**config.mk**
```make
export PLATFORM = sky130hd
export DESIGN_NAME = source_text_tokenizer
export DESIGN_NICKNAME = d
export VERILOG_FILES = /design/src/sv/stt_pkg.sv /design/src/sv/stt_fifo.sv /design/src/sv/stt_front.sv /design/src/sv/stt_back.sv /design/src/sv/source_text_tokenizer.sv
export SDC_FILE = /design/constraint.sdc
export NUM_CORES = 1
export LEC_CHECK = 0
export BUFFER_PORTS_ARGS = -buffer_cell sky130_fd_sc_hd__buf_2
export CAP_MARGIN = 20
export CORE_ASPECT_RATIO = 1.5
export CORE_MARGIN = 5
export CORE_UTILIZATION = 50
export DETAILED_ROUTE_END_ITERATION = 8
export PLACE_DENSITY = 0.76
export REMOVE_ABC_BUFFERS = 1
export SYNTH_ARGS = -nofsm -noshare
export SYNTH_HDL_FRONTEND = slang
export SYNTH_SLANG_ARGS = --single-unit
```
**constraint.sdc**
```tcl
create_clock -name clk -period 7.5 [get_ports clk]
set_input_delay 1.875 -clock clk [delete_from_list [all_inputs] [get_ports clk]]
set_output_delay 1.875 -clock clk [all_outputs]
set_load 0.02 [all_outputs]
```
**src/sv/stt_pkg.sv**
```systemverilog
// Shared types and constants for the source text tokenizer.
// Used by every module of the block except stt_fifo, and by its checker; depends on nothing.
package stt_pkg;

    localparam int POSITION_BITS_DEFAULT = 16;
    localparam int LENGTH_BITS           = 16;
    localparam int MID_DEPTH             = 2;
    localparam int OUT_DEPTH             = 4;

    // Token kinds
    localparam logic [4:0] K_IDENT   = 5'd0;
    localparam logic [4:0] K_NUM     = 5'd1;
    localparam logic [4:0] K_STR     = 5'd2;
    localparam logic [4:0] K_CHAR    = 5'd3;
    localparam logic [4:0] K_PLUS    = 5'd4;
    localparam logic [4:0] K_MINUS   = 5'd5;
    localparam logic [4:0] K_STAR    = 5'd6;
    localparam logic [4:0] K_SLASH   = 5'd7;
    localparam logic [4:0] K_INC     = 5'd8;
    localparam logic [4:0] K_DEC     = 5'd9;
    localparam logic [4:0] K_POW     = 5'd10;
    localparam logic [4:0] K_DSLASH  = 5'd11;
    localparam logic [4:0] K_ASSIGN  = 5'd12;
    localparam logic [4:0] K_EQ      = 5'd13;
    localparam logic [4:0] K_NOT     = 5'd14;
    localparam logic [4:0] K_NE      = 5'd15;
    localparam logic [4:0] K_AND     = 5'd16;
    localparam logic [4:0] K_OR      = 5'd17;
    localparam logic [4:0] K_LPAREN  = 5'd18;
    localparam logic [4:0] K_RPAREN  = 5'd19;
    localparam logic [4:0] K_LBRACE  = 5'd20;
    localparam logic [4:0] K_RBRACE  = 5'd21;
    localparam logic [4:0] K_LBRACK  = 5'd22;
    localparam logic [4:0] K_RBRACK  = 5'd23;
    localparam logic [4:0] K_COLON   = 5'd24;
    localparam logic [4:0] K_SEMI    = 5'd25;
    localparam logic [4:0] K_QUEST   = 5'd26;
    localparam logic [4:0] K_COMMA   = 5'd27;
    localparam logic [4:0] K_INVALID = 5'd28;
    localparam logic [4:0] K_END     = 5'd29;

    // Characters
    localparam logic [7:0] CH_TAB     = 8'h09;
    localparam logic [7:0] CH_NL      = 8'h0A;
    localparam logic [7:0] CH_CR      = 8'h0D;
    localparam logic [7:0] CH_SPACE   = 8'h20;
    localparam logic [7:0] CH_BANG    = 8'h21;
    localparam logic [7:0] CH_DQUOTE  = 8'h22;
    localparam logic [7:0] CH_HASH    = 8'h23;
    localparam logic [7:0] CH_PERCENT = 8'h25;
    localparam logic [7:0] CH_AMP     = 8'h26;
    localparam logic [7:0] CH_SQUOTE  = 8'h27;
    localparam logic [7:0] CH_LPAREN  = 8'h28;
    localparam logic [7:0] CH_RPAREN  = 8'h29;
    localparam logic [7:0] CH_STAR    = 8'h2A;
    localparam logic [7:0] CH_PLUS    = 8'h2B;
    localparam logic [7:0] CH_COMMA   = 8'h2C;
    localparam logic [7:0] CH_MINUS   = 8'h2D;
    localparam logic [7:0] CH_DOT     = 8'h2E;
    localparam logic [7:0] CH_SLASH   = 8'h2F;
    localparam logic [7:0] CH_ZERO    = 8'h30;
    localparam logic [7:0] CH_NINE    = 8'h39;
    localparam logic [7:0] CH_COLON   = 8'h3A;
    localparam logic [7:0] CH_SEMI    = 8'h3B;
    localparam logic [7:0] CH_LT      = 8'h3C;
    localparam logic [7:0] CH_EQUAL   = 8'h3D;
    localparam logic [7:0] CH_GT      = 8'h3E;
    localparam logic [7:0] CH_QUEST   = 8'h3F;
    localparam logic [7:0] CH_UPPER_A = 8'h41;
    localparam logic [7:0] CH_UPPER_Z = 8'h5A;
    localparam logic [7:0] CH_LBRACK  = 8'h5B;
    localparam logic [7:0] CH_RBRACK  = 8'h5D;
    localparam logic [7:0] CH_CARET   = 8'h5E;
    localparam logic [7:0] CH_UNDER   = 8'h5F;
    localparam logic [7:0] CH_LOWER_A = 8'h61;
    localparam logic [7:0] CH_LOWER_Z = 8'h7A;
    localparam logic [7:0] CH_LBRACE  = 8'h7B;
    localparam logic [7:0] CH_PIPE    = 8'h7C;
    localparam logic [7:0] CH_RBRACE  = 8'h7D;

    typedef struct packed {
        logic       action;
        logic [7:0] text_byte;
    } in_t;

    typedef struct packed {
        logic [4:0]             token_kind;
        logic [LENGTH_BITS-1:0] token_length;
        logic [15:0]            token_row;
        logic [15:0]            token_column;
        logic                   last_of_run;
    } out_t;

    typedef struct packed {
        logic newline;
        logic space;
        logic letter;
        logic numeric;
        logic ident;
        logic oper;
        logic dquote;
        logic squote;
        logic hash;
    } cls_t;

    typedef struct packed {
        logic       action;
        logic [7:0] text_byte;
        cls_t       cls;
        logic [4:0] punct;
    } mid_t;

endpackage

```
**src/sv/stt_fifo.sv**
```systemverilog
// Small register queue with push/full and pop/empty sides.
// Generic over the word type; depends on nothing.
module stt_fifo #(
    parameter type T     = logic [7:0],
    parameter int  DEPTH = 2
) (
    input  logic clk,
    input  logic rst_n,
    input  logic push,
    input  T     wdata,
    output logic full,
    input  logic pop,
    output T     rdata,
    output logic empty
);

    localparam int AW = (DEPTH > 1) ? $clog2(DEPTH) : 1;
    localparam int CW = $clog2(DEPTH + 1);

    T               mem_reg [DEPTH];
    logic [AW-1:0]  wr_ptr_reg;
    logic [AW-1:0]  wr_ptr_next;
    logic [AW-1:0]  rd_ptr_reg;
    logic [AW-1:0]  rd_ptr_next;
    logic [CW-1:0]  count_reg;
    logic [CW-1:0]  count_next;
    logic           do_push;
    logic           do_pop;

    assign full    = (count_reg == CW'(DEPTH));
    assign empty   = (count_reg == '0);
    assign rdata   = mem_reg[rd_ptr_reg];
    assign do_push = push && !full;
    assign do_pop  = pop && !empty;

    always_comb
    begin
        wr_ptr_next = wr_ptr_reg;
        rd_ptr_next = rd_ptr_reg;
        count_next  = count_reg;
        if (do_push)
        begin
            wr_ptr_next = (wr_ptr_reg == AW'(DEPTH - 1)) ? '0 : wr_ptr_reg + 1'b1;
        end
        if (do_pop)
        begin
            rd_ptr_next = (rd_ptr_reg == AW'(DEPTH - 1)) ? '0 : rd_ptr_reg + 1'b1;
        end
        if (do_push && !do_pop)
        begin
            count_next = count_reg + 1'b1;
        end
        else if (do_pop && !do_push)
        begin
            count_next = count_reg - 1'b1;
        end
    end

    always_ff @(posedge clk or negedge rst_n)
    begin
        if (!rst_n)
        begin
            wr_ptr_reg <= '0;
            rd_ptr_reg <= '0;
            count_reg  <= '0;
        end
        else
        begin
            wr_ptr_reg <= wr_ptr_next;
            rd_ptr_reg <= rd_ptr_next;
            count_reg  <= count_next;
        end
    end

    always_ff @(posedge clk)
    begin
        if (do_push)
        begin
            mem_reg[wr_ptr_reg] <= wdata;
        end
    end

endmodule

```
**src/sv/stt_front.sv**
```systemverilog
// Front part of the tokenizer: sorts each incoming byte into character classes and punctuation kinds.
// Depends on stt_pkg for the word types and character codes.
module stt_front (
    input  stt_pkg::in_t  word,
    output stt_pkg::mid_t item
);

    logic [7:0] b;
    logic       is_digit;
    logic       is_letter;

    assign b         = word.text_byte;
    assign is_digit  = (b >= stt_pkg::CH_ZERO) && (b <= stt_pkg::CH_NINE);
    assign is_letter = ((b >= stt_pkg::CH_LOWER_A) && (b <= stt_pkg::CH_LOWER_Z)) ||
                       ((b >= stt_pkg::CH_UPPER_A) && (b <= stt_pkg::CH_UPPER_Z));

    always_comb
    begin
        item.action      = word.action;
        item.text_byte   = b;
        item.cls.newline = (b == stt_pkg::CH_NL);
        item.cls.space   = (b == stt_pkg::CH_TAB) || (b == stt_pkg::CH_CR) ||
                           (b == stt_pkg::CH_SPACE);
        item.cls.letter  = is_letter;
        item.cls.numeric = is_digit || (b == stt_pkg::CH_UNDER) || (b == stt_pkg::CH_DOT);
        item.cls.ident   = is_letter || is_digit || (b == stt_pkg::CH_UNDER);
        item.cls.oper    = (b == stt_pkg::CH_PLUS)  || (b == stt_pkg::CH_MINUS) ||
                           (b == stt_pkg::CH_STAR)  || (b == stt_pkg::CH_SLASH) ||
                           (b == stt_pkg::CH_PERCENT) || (b == stt_pkg::CH_EQUAL) ||
                           (b == stt_pkg::CH_LT)    || (b == stt_pkg::CH_GT) ||
                           (b == stt_pkg::CH_BANG)  || (b == stt_pkg::CH_CARET) ||
                           (b == stt_pkg::CH_AMP)   || (b == stt_pkg::CH_PIPE);
        item.cls.dquote  = (b == stt_pkg::CH_DQUOTE);
        item.cls.squote  = (b == stt_pkg::CH_SQUOTE);
        item.cls.hash    = (b == stt_pkg::CH_HASH);
        case (b)
            stt_pkg::CH_LPAREN: item.punct = stt_pkg::K_LPAREN;
            stt_pkg::CH_RPAREN: item.punct = stt_pkg::K_RPAREN;
            stt_pkg::CH_LBRACE: item.punct = stt_pkg::K_LBRACE;
            stt_pkg::CH_RBRACE: item.punct = stt_pkg::K_RBRACE;
            stt_pkg::CH_LBRACK: item.punct = stt_pkg::K_LBRACK;
            stt_pkg::CH_RBRACK: item.punct = stt_pkg::K_RBRACK;
            stt_pkg::CH_COLON:  item.punct = stt_pkg::K_COLON;
            stt_pkg::CH_SEMI:   item.punct = stt_pkg::K_SEMI;
            stt_pkg::CH_QUEST:  item.punct = stt_pkg::K_QUEST;
            stt_pkg::CH_COMMA:  item.punct = stt_pkg::K_COMMA;
            default:            item.punct = stt_pkg::K_INVALID;
        endcase
    end

endmodule

```
**src/sv/stt_back.sv**
```systemverilog
// Back part of the tokenizer: scan state machine, row/column counters, token build.
// Depends on stt_pkg; reads classified bytes from a queue and writes tokens to one.
module stt_back #(
    parameter int POSITION_BITS = stt_pkg::POSITION_BITS_DEFAULT
) (
    input  logic          clk,
    input  logic          rst_n,
    input  logic          item_empty,
    input  stt_pkg::mid_t item,
    output logic          item_pop,
    input  logic          res_full,
    output logic          res_push,
    output stt_pkg::out_t res
);

    typedef enum logic [2:0] {
        M_IDLE,
        M_IDENT,
        M_NUMBER,
        M_OPER,
        M_STRING,
        M_CHAR,
        M_COMMENT
    } mode_t;

    localparam int LB = stt_pkg::LENGTH_BITS;

    function automatic logic [4:0] oper_kind(input logic [7:0] f, input logic [7:0] s,
                                             input logic two);
        logic [4:0] k;
        begin
            case (f)
                stt_pkg::CH_PLUS:
                    k = two ? ((s == stt_pkg::CH_PLUS) ? stt_pkg::K_INC : stt_pkg::K_INVALID)
                            : stt_pkg::K_PLUS;
                stt_pkg::CH_MINUS:
                    k = two ? ((s == stt_pkg::CH_MINUS) ? stt_pkg::K_DEC : stt_pkg::K_INVALID)
                            : stt_pkg::K_MINUS;
                stt_pkg::CH_STAR:
                    k = two ? ((s == stt_pkg::CH_STAR) ? stt_pkg::K_POW : stt_pkg::K_INVALID)
                            : stt_pkg::K_STAR;
                stt_pkg::CH_SLASH:
                    k = two ? ((s == stt_pkg::CH_SLASH) ? stt_pkg::K_DSLASH
                                                        : stt_pkg::K_INVALID)
                            : stt_pkg::K_SLASH;
                stt_pkg::CH_EQUAL:
                    k = two ? ((s == stt_pkg::CH_EQUAL) ? stt_pkg::K_EQ : stt_pkg::K_INVALID)
                            : stt_pkg::K_ASSIGN;
                stt_pkg::CH_BANG:
                    k = two ? ((s == stt_pkg::CH_EQUAL) ? stt_pkg::K_NE : stt_pkg::K_INVALID)
                            : stt_pkg::K_NOT;
                stt_pkg::CH_CARET: k = two ? stt_pkg::K_INVALID : stt_pkg::K_POW;
                stt_pkg::CH_AMP:   k = two ? stt_pkg::K_INVALID : stt_pkg::K_AND;
                stt_pkg::CH_PIPE:  k = two ? stt_pkg::K_INVALID : stt_pkg::K_OR;
                default:           k = stt_pkg::K_INVALID;
            endcase
            return k;
        end
    endfunction

    mode_t                    mode_reg, mode_next;
    logic [7:0]               first_reg, first_next;
    logic [7:0]               second_reg, second_next;
    logic [LB-1:0]            len_reg, len_next;
    logic [POSITION_BITS-1:0] row_reg, row_next;
    logic [POSITION_BITS-1:0] col_reg, col_next;
    logic                     pend_valid_reg, pend_valid_next;
    stt_pkg::out_t            pend_reg, pend_next;

    logic [31:0]              row_wide;
    logic [31:0]              col_wide;
    logic [POSITION_BITS-1:0] col_sat;
    logic [POSITION_BITS-1:0] row_sat;
    logic [LB-1:0]            len_sat;
    logic [4:0]               cur_kind;
    logic                     more;
    logic                     quote;
    logic                     do_idle;
    logic                     step;
    logic                     e1_v, e2_v;
    stt_pkg::out_t            e1, e2, cur_tok, pos_tok;

    assign row_wide = 32'(row_reg);
    assign col_wide = 32'(col_reg);
    assign col_sat  = (col_reg == '1) ? col_reg : col_reg + 1'b1;
    assign row_sat  = (row_reg == '1) ? row_reg : row_reg + 1'b1;
    assign len_sat  = (len_reg == '1) ? len_reg : len_reg + 1'b1;

    // Take a new byte only when no second token is held and the result queue has room.
    assign step     = !pend_valid_reg && !item_empty && !res_full;
    assign item_pop = step;
    assign res_push = (pend_valid_reg && !res_full) || (step && e1_v);
    assign res      = pend_valid_reg ? pend_reg : e1;

    always_comb
    begin
        case (mode_reg)
            M_IDENT:  cur_kind = stt_pkg::K_IDENT;
            M_NUMBER: cur_kind = stt_pkg::K_NUM;
            M_OPER:   cur_kind = oper_kind(first_reg, second_reg, len_reg > LB'(1));
            default:  cur_kind = stt_pkg::K_INVALID;
        endcase
        case (mode_reg)
            M_IDENT:  more = item.cls.ident;
            M_NUMBER: more = item.cls.numeric;
            default:  more = item.cls.oper;
        endcase
        quote = (mode_reg == M_STRING) ? item.cls.dquote : item.cls.squote;

        pos_tok.token_kind   = stt_pkg::K_INVALID;
        pos_tok.token_length = len_reg;
        pos_tok.token_row    = row_wide[15:0];
        pos_tok.token_column = col_wide[15:0];
        pos_tok.last_of_run  = 1'b0;
        cur_tok              = pos_tok;
        cur_tok.token_kind   = cur_kind;

        mode_next   = mode_reg;
        first_next  = first_reg;
        second_next = second_reg;
        len_next    = len_reg;
        row_next    = row_reg;
        col_next    = col_reg;
        e1_v        = 1'b0;
        e2_v        = 1'b0;
        e1          = '0;
        e2          = '0;
        do_idle     = 1'b0;

        if (item.action)
        begin
            // Flush any open run, then the end marker; clear everything.
            if (mode_reg != M_IDLE && mode_reg != M_COMMENT)
            begin
                e1_v            = 1'b1;
                e1              = cur_tok;
                e2_v            = 1'b1;
                e2              = '0;
                e2.token_kind   = stt_pkg::K_END;
            end
            else
            begin
                e1_v          = 1'b1;
                e1            = '0;
                e1.token_kind = stt_pkg::K_END;
            end
            mode_next   = M_IDLE;
            first_next  = '0;
            second_next = '0;
            len_next    = '0;
            row_next    = '0;
            col_next    = '0;
        end
        else
        begin
            case (mode_reg)
                M_IDENT, M_NUMBER, M_OPER:
                begin
                    if (more)
                    begin
                        if (mode_reg == M_OPER && len_reg == LB'(1))
                        begin
                            second_next = item.text_byte;
                        end
                        len_next = len_sat;
                        col_next = col_sat;
                    end
                    else
                    begin
                        e1_v    = 1'b1;
                        e1      = cur_tok;
                        do_idle = 1'b1;
                    end
                end
                M_STRING, M_CHAR:
                begin
                    if (quote)
                    begin
                        e1_v = 1'b1;
                        e1   = pos_tok;
                        if (mode_reg == M_STRING)
                        begin
                            e1.token_kind = stt_pkg::K_STR;
                        end
                        else
                        begin
                            e1.token_kind = (len_reg > LB'(1)) ? stt_pkg::K_INVALID
                                                               : stt_pkg::K_CHAR;
                        end
                        col_next  = col_sat;
                        mode_next = M_IDLE;
                    end
                    else
                    begin
                        len_next = len_sat;
                        col_next = col_sat;
                    end
                end
                M_COMMENT:
                begin
                    if (item.cls.newline)
                    begin
                        do_idle = 1'b1;
                    end
                    else
                    begin
                        col_next = col_sat;
                    end
                end
                default:
                begin
                    do_idle = 1'b1;
                end
            endcase

            // Rescan the byte from idle; counters are still the pre-byte values here.
            if (do_idle)
            begin
                mode_next = M_IDLE;
                if (item.cls.newline)
                begin
                    col_next = POSITION_BITS'(1);
                    row_next = row_sat;
                end
                else if (item.cls.space)
                begin
                    col_next = col_sat;
                end
                else if (item.cls.letter)
                begin
                    mode_next = M_IDENT;
                    len_next  = LB'(1);
                    col_next  = col_sat;
                end
                else if (item.cls.numeric)
                begin
                    mode_next = M_NUMBER;
                    len_next  = LB'(1);
                    col_next  = col_sat;
                end
                else if (item.cls.oper)
                begin
                    mode_next   = M_OPER;
                    first_next  = item.text_byte;
                    second_next = '0;
                    len_next    = LB'(1);
                    col_next    = col_sat;
                end
                else if (item.cls.dquote)
                begin
                    mode_next = M_STRING;
                    len_next  = '0;
                    col_next  = col_sat;
                end
                else if (item.cls.squote)
                begin
                    mode_next = M_CHAR;
                    len_next  = '0;
                    col_next  = col_sat;
                end
                else if (item.cls.hash)
                begin
                    mode_next = M_COMMENT;
                    len_next  = '0;
                    col_next  = col_sat;
                end
                else
                begin
                    if (e1_v)
                    begin
                        e2_v                = 1'b1;
                        e2                  = pos_tok;
                        e2.token_kind       = item.punct;
                        e2.token_length     = LB'(1);
                    end
                    else
                    begin
                        e1_v                = 1'b1;
                        e1                  = pos_tok;
                        e1.token_kind       = item.punct;
                        e1.token_length     = LB'(1);
                    end
                    col_next = col_sat;
                end
            end
        end

        e1.last_of_run = !e2_v;
        e2.last_of_run = 1'b1;

        pend_valid_next = pend_valid_reg;
        pend_next       = pend_reg;
        if (pend_valid_reg && !res_full)
        begin
            pend_valid_next = 1'b0;
        end
        else if (step && e2_v)
        begin
            pend_valid_next = 1'b1;
            pend_next       = e2;
        end
    end

    always_ff @(posedge clk or negedge rst_n)
    begin
        if (!rst_n)
        begin
            mode_reg       <= M_IDLE;
            first_reg      <= '0;
            second_reg     <= '0;
            len_reg        <= '0;
            row_reg        <= '0;
            col_reg        <= '0;
            pend_valid_reg <= 1'b0;
            pend_reg       <= '0;
        end
        else
        begin
            if (step)
            begin
                mode_reg   <= mode_next;
                first_reg  <= first_next;
                second_reg <= second_next;
                len_reg    <= len_next;
                row_reg    <= row_next;
                col_reg    <= col_next;
            end
            pend_valid_reg <= pend_valid_next;
            pend_reg       <= pend_next;
        end
    end

endmodule

```
**src/sv/source_text_tokenizer.sv**
```systemverilog
// Top level of the source text tokenizer.
// Depends on stt_pkg, stt_front, stt_fifo and stt_back.
//
// Usage:
//   Input side is a queue: drive source and raise push; a word is taken at a
//   clock edge with push high and full low. action 0 carries one text byte,
//   action 1 marks end of text and produces an end token.
//   Result side is a queue: while empty is low the oldest token sits on
//   token; raise pop to take it.
//   Throughput: one byte per cycle while the result queue has room. A byte that
//   closes one token and forms a second (or end of text after an open run)
//   holds the scanner while the second token waits in a holding register,
//   as the result queue has a single write port. A token is on the result
//   ports once written into the result queue, if that queue was empty.
//   Reset clears the scanner to idle with row and column at zero and empties
//   both queues. When pop stays low the result queue fills, the scanner
//   stops, the two-entry byte queue fills and full rises; nothing is dropped.
module source_text_tokenizer #(
    parameter int POSITION_BITS = stt_pkg::POSITION_BITS_DEFAULT
) (
    input  logic          clk,
    input  logic          rst_n,
    input  logic          push,
    output logic          full,
    input  stt_pkg::in_t  source,
    output logic          empty,
    input  logic          pop,
    output stt_pkg::out_t token
);

    stt_pkg::mid_t mid_wdata;
    stt_pkg::mid_t mid_rdata;
    logic          mid_empty;
    logic          mid_pop;
    logic          res_full;
    logic          res_push;
    stt_pkg::out_t res_word;

    stt_front u_front (
        .word (source),
        .item (mid_wdata)
    );

    stt_fifo #(
        .T     (stt_pkg::mid_t),
        .DEPTH (stt_pkg::MID_DEPTH)
    ) u_mid_q (
        .clk   (clk),
        .rst_n (rst_n),
        .push  (push),
        .wdata (mid_wdata),
        .full  (full),
        .pop   (mid_pop),
        .rdata (mid_rdata),
        .empty (mid_empty)
    );

    stt_back #(
        .POSITION_BITS (POSITION_BITS)
    ) u_back (
        .clk        (clk),
        .rst_n      (rst_n),
        .item_empty (mid_empty),
        .item       (mid_rdata),
        .item_pop   (mid_pop),
        .res_full   (res_full),
        .res_push   (res_push),
        .res        (res_word)
    );

    stt_fifo #(
        .T     (stt_pkg::out_t),
        .DEPTH (stt_pkg::OUT_DEPTH)
    ) u_out_q (
        .clk   (clk),
        .rst_n (rst_n),
        .push  (res_push),
        .wdata (res_word),
        .full  (res_full),
        .pop   (pop),
        .rdata (token),
        .empty (empty)
    );

endmodule

```
==> results.ini <==
[logic_synthesis]
top_cell_type_s_share_of_synthesized_area_pct = 46.3
synth_largest_area_cell = edfxtp_1
ys_top_cells_by_area = edfxtp_1 (46%), dfrtp_1 (18%), mux4_2 (7.2%)
ys_seq_area_share_pct = 63.8
synth.avg_cell_area_um2 = 14.2
yosysMostFrequentCell = edfxtp_1
syn_area_um2 = 16900
synth_edf_count = 260
synth_flop_cell = edfxtp_1
synth_cell_type_count = 90
yosys-top-cells-count = edfxtp_1 (260), dfrtp_1 (118), nand2_1 (72), nor2_1 (70), a22o_1 (66)
synth_warnings = 0
ys_ff_latch = 378
ffs_w_async_s_r_synth_pct = 31.2
synth_cells = 1185

[flow_run]
max_cap_violations = 0

[die]
die_h_um = 235
floorplan.core_area_um2 = 33300
dieArea_um2 = 37600
die_w_um = 160
pin_count = 69
initial_core_util_pct = 50.6
row_count = 82

[power]
pwr-share-comb_pct = 35.6
internal_power_contribution_w = 0.00478
sw_power_w = 0.00270
power_frac_seq_pct = 41.1
p_leak_nw = 6.89
power_frac_clock_pct = 23.3
vdd.ir_drop.worst_v = 0.000250
p_per_area_nw_per_um2 = 400
netSwitchingFraction_pct = 36.1

[hold_path]
min_path_type = register to register
whs_path_depth = 1
timing.hold.worst_endpoint = u_back.pend_reg[0]$_DFFE_PN0P_
worst_hold_startpoint = u_back.pend_reg[0]$_DFFE_PN0P_

[critical_path]
crit_path_start = u_out_q.rd_ptr_reg[0]$_DFFE_PN0P_
r2r_setup_slack_ns = 3.60
setup.worst_path.end_class = output pin
r2r.worst_path.cells = 8
reg2reg_from = u_mid_q.rd_ptr_reg$_DFFE_PN0P_
critical_path.max_fanout = 38
cp_data_required_time_ns = 5.62
critical_path.reg2reg.endpoint = u_out_q.mem_reg[2][20]$_DFFE_PP_
cp.arrival_ns = 2.69
criticalPathCategory = register to output pin
critPathLaunchType = register

[global_route]
grt_pass1_wl_um = 57000
grt_usage_pct = 18.6
grt_antenna_before_repair = 0
grt_start_max_net_pins = 68
overflow = 0
grt_pass1_vias = 10607

[sta]
sum_of_negative_setup_slack_ns = 0
timing_hold_violations_final = 0
actual_slew_at_the_worst_max_slew_pin_ns = 1.00
grt_setup_unrepaired = no
final_period_minus_worst_setup_slack_ns = 4.56
slew_violations = 0
final_min_period_over_clock_period_pct = 60.8
finalWorstSetupSlack_ns = 2.94
normalized_max_slew_margin_pct = 32.7
maxClockFrequency_ghz = 0.219
total_of_endpoints_with_negative_setup_slack_in_the_final_report = 0
fin_worst_hold_slack_ns = 0.468
finalClockSkew_ns = 0.0179

[clocking]
clock_insertion_delay_worst_skew_ns = 0.52
cts_hold_repair.buffers = 0
worst_setup_hold_path_clk_slew_ns = 0.07
clock_sinks = 378
cts.repair.resized = 0
htree_levels = 2
clock_tree_from_tritoncts = yes
clk_root_buffer_cell = clkbuf_16
numCtsBuffers = 34
clock_path_buffers = 3
cts_setup_buffers = 0

[finish]
n_fill_cell = 2556
max_ffs_per_register = 216
final_core_utilization_pct = 56.0
fin_nets = 1263
area_delta_synth_final_pct = 10.7
drive_gt1_share_pct = 19.0
antenna-diode-count = 0

[drt]
vias = 10303
drc = 0
finalWirelength_um = 34800
dr_iter_0_viols = 869
number_of_nets_with_antenna_violations_after_detailed_routing = 0
count_of_tritonroute_iterations_in_the_first_routing_pass = 7
routedWlPerCell_um = 20.7
detail_route.vias_per_cell = 6.13

[placement]
worst_slack_after_detailed_placement_ns = 3.45
i_o_buffers = 68
gp_congestion = 0.905
post-dp-hpwl_um = 23400

[outcome]
run_status = finished, final reports clean

[cells by family after synthesis]
| group | Yosys count | share of synthesized area, % |
|---|---|---|
| buf+inv | 99 | 2.58 |
| fa+ha+maj | 13 | 1.01 |
| compound gates | 248 | 11.1 |
| mux | 94 | 9.82 |
| flops | 378 | 63.8 |
| xor+xnor | 24 | 1.25 |
| simple gates | 329 | 10.4 |
[metrics by stage]
stage	std cells	power, W	area (um2)
floorplan	1117	0.00491	16600
global placement	1621	0.00575	17600
detailed placement	1621	0.00581	17600
CTS	1682	0.00756	18700
global route	1682	0.00788	18700
finish	1682	0.00748	18700
[cell usage in the layout (no fill, tap or decap), types with 7 or more instances in the layout]
cell	Yosys	final
clkbuf_1	44	9
nand3_1	36	36
mux2i_1	15	15
buf_2	9	67
xnor2_1	12	12
o21a_1	7	7
mux4_2	54	54
nor2_1	70	70
edfxtp_1	260	260
and2_1	23	19
o22ai_1	13	13
nor3_1	22	22
inv_1	31	31
and3_1	17	17
o31ai_1	8	8
nand2b_1	12	12
xor2_1	12	12
a31oi_1	30	30
a22o_1	66	66
mux2_2	22	22
nand2_1	72	72
nand4_1	14	14
buf_4	2	17
nor4_1	13	13
o211ai_1	7	7
o21ai_0	34	34
a21oi_1	22	22
ha_1	12	12
dfrtp_1	118	116
clkbuf_16	0	35
[final cells by class]
| class | count | area (um2) | area share (%) |
|---|---|---|---|
| Sequential cell | 378 | 10800 | 57.6 |
| Multi-Input combinational cell | 708 | 5690 | 30.4 |
| Clock buffer | 48 | 965 | 5.16 |
| Tap cell | 420 | 526 | 2.81 |
| Timing Repair Buffer | 84 | 463 | 2.48 |
| Clock inverter | 13 | 160 | 0.857 |
| Inverter | 31 | 116 | 0.623 |
[worst max-delay path, cell delays in order, from the launching register on]
cell	delay, ns
dfrtp_4	0.66
buf_4	0.67
mux4_2	0.60
buf_2	0.18
[routing by layer]
metal	track usage (%)	share of wire (%)
met1	21.9	38
met2	34.1	54
met3	2.51	4.2
met4	7.64	3.8
met5	0	0
[worst max path at each step]
stage                      to  slack, ns
global placement    token[39]       3.48
CTS                 token[19]       2.86
detailed placement  token[45]       3.45
finish              token[45]       2.94
floorplan            token[0]       2.66
global route        token[38]       2.71
[power by group through the flow]
| stage | logic [W] | clock network [W] | registers, W |
|---|---|---|---|
| global route | 0.00289 | 0.00187 | 0.00313 |
| CTS | 0.00270 | 0.00178 | 0.00308 |
| floorplan | 0.00177 | 0 | 0.00313 |
| finish | 0.00267 | 0.00174 | 0.00307 |
| global placement | 0.00265 | 0 | 0.00310 |
| detailed placement | 0.00269 | 0 | 0.00312 |
Power figures use the tool's default switching activity.
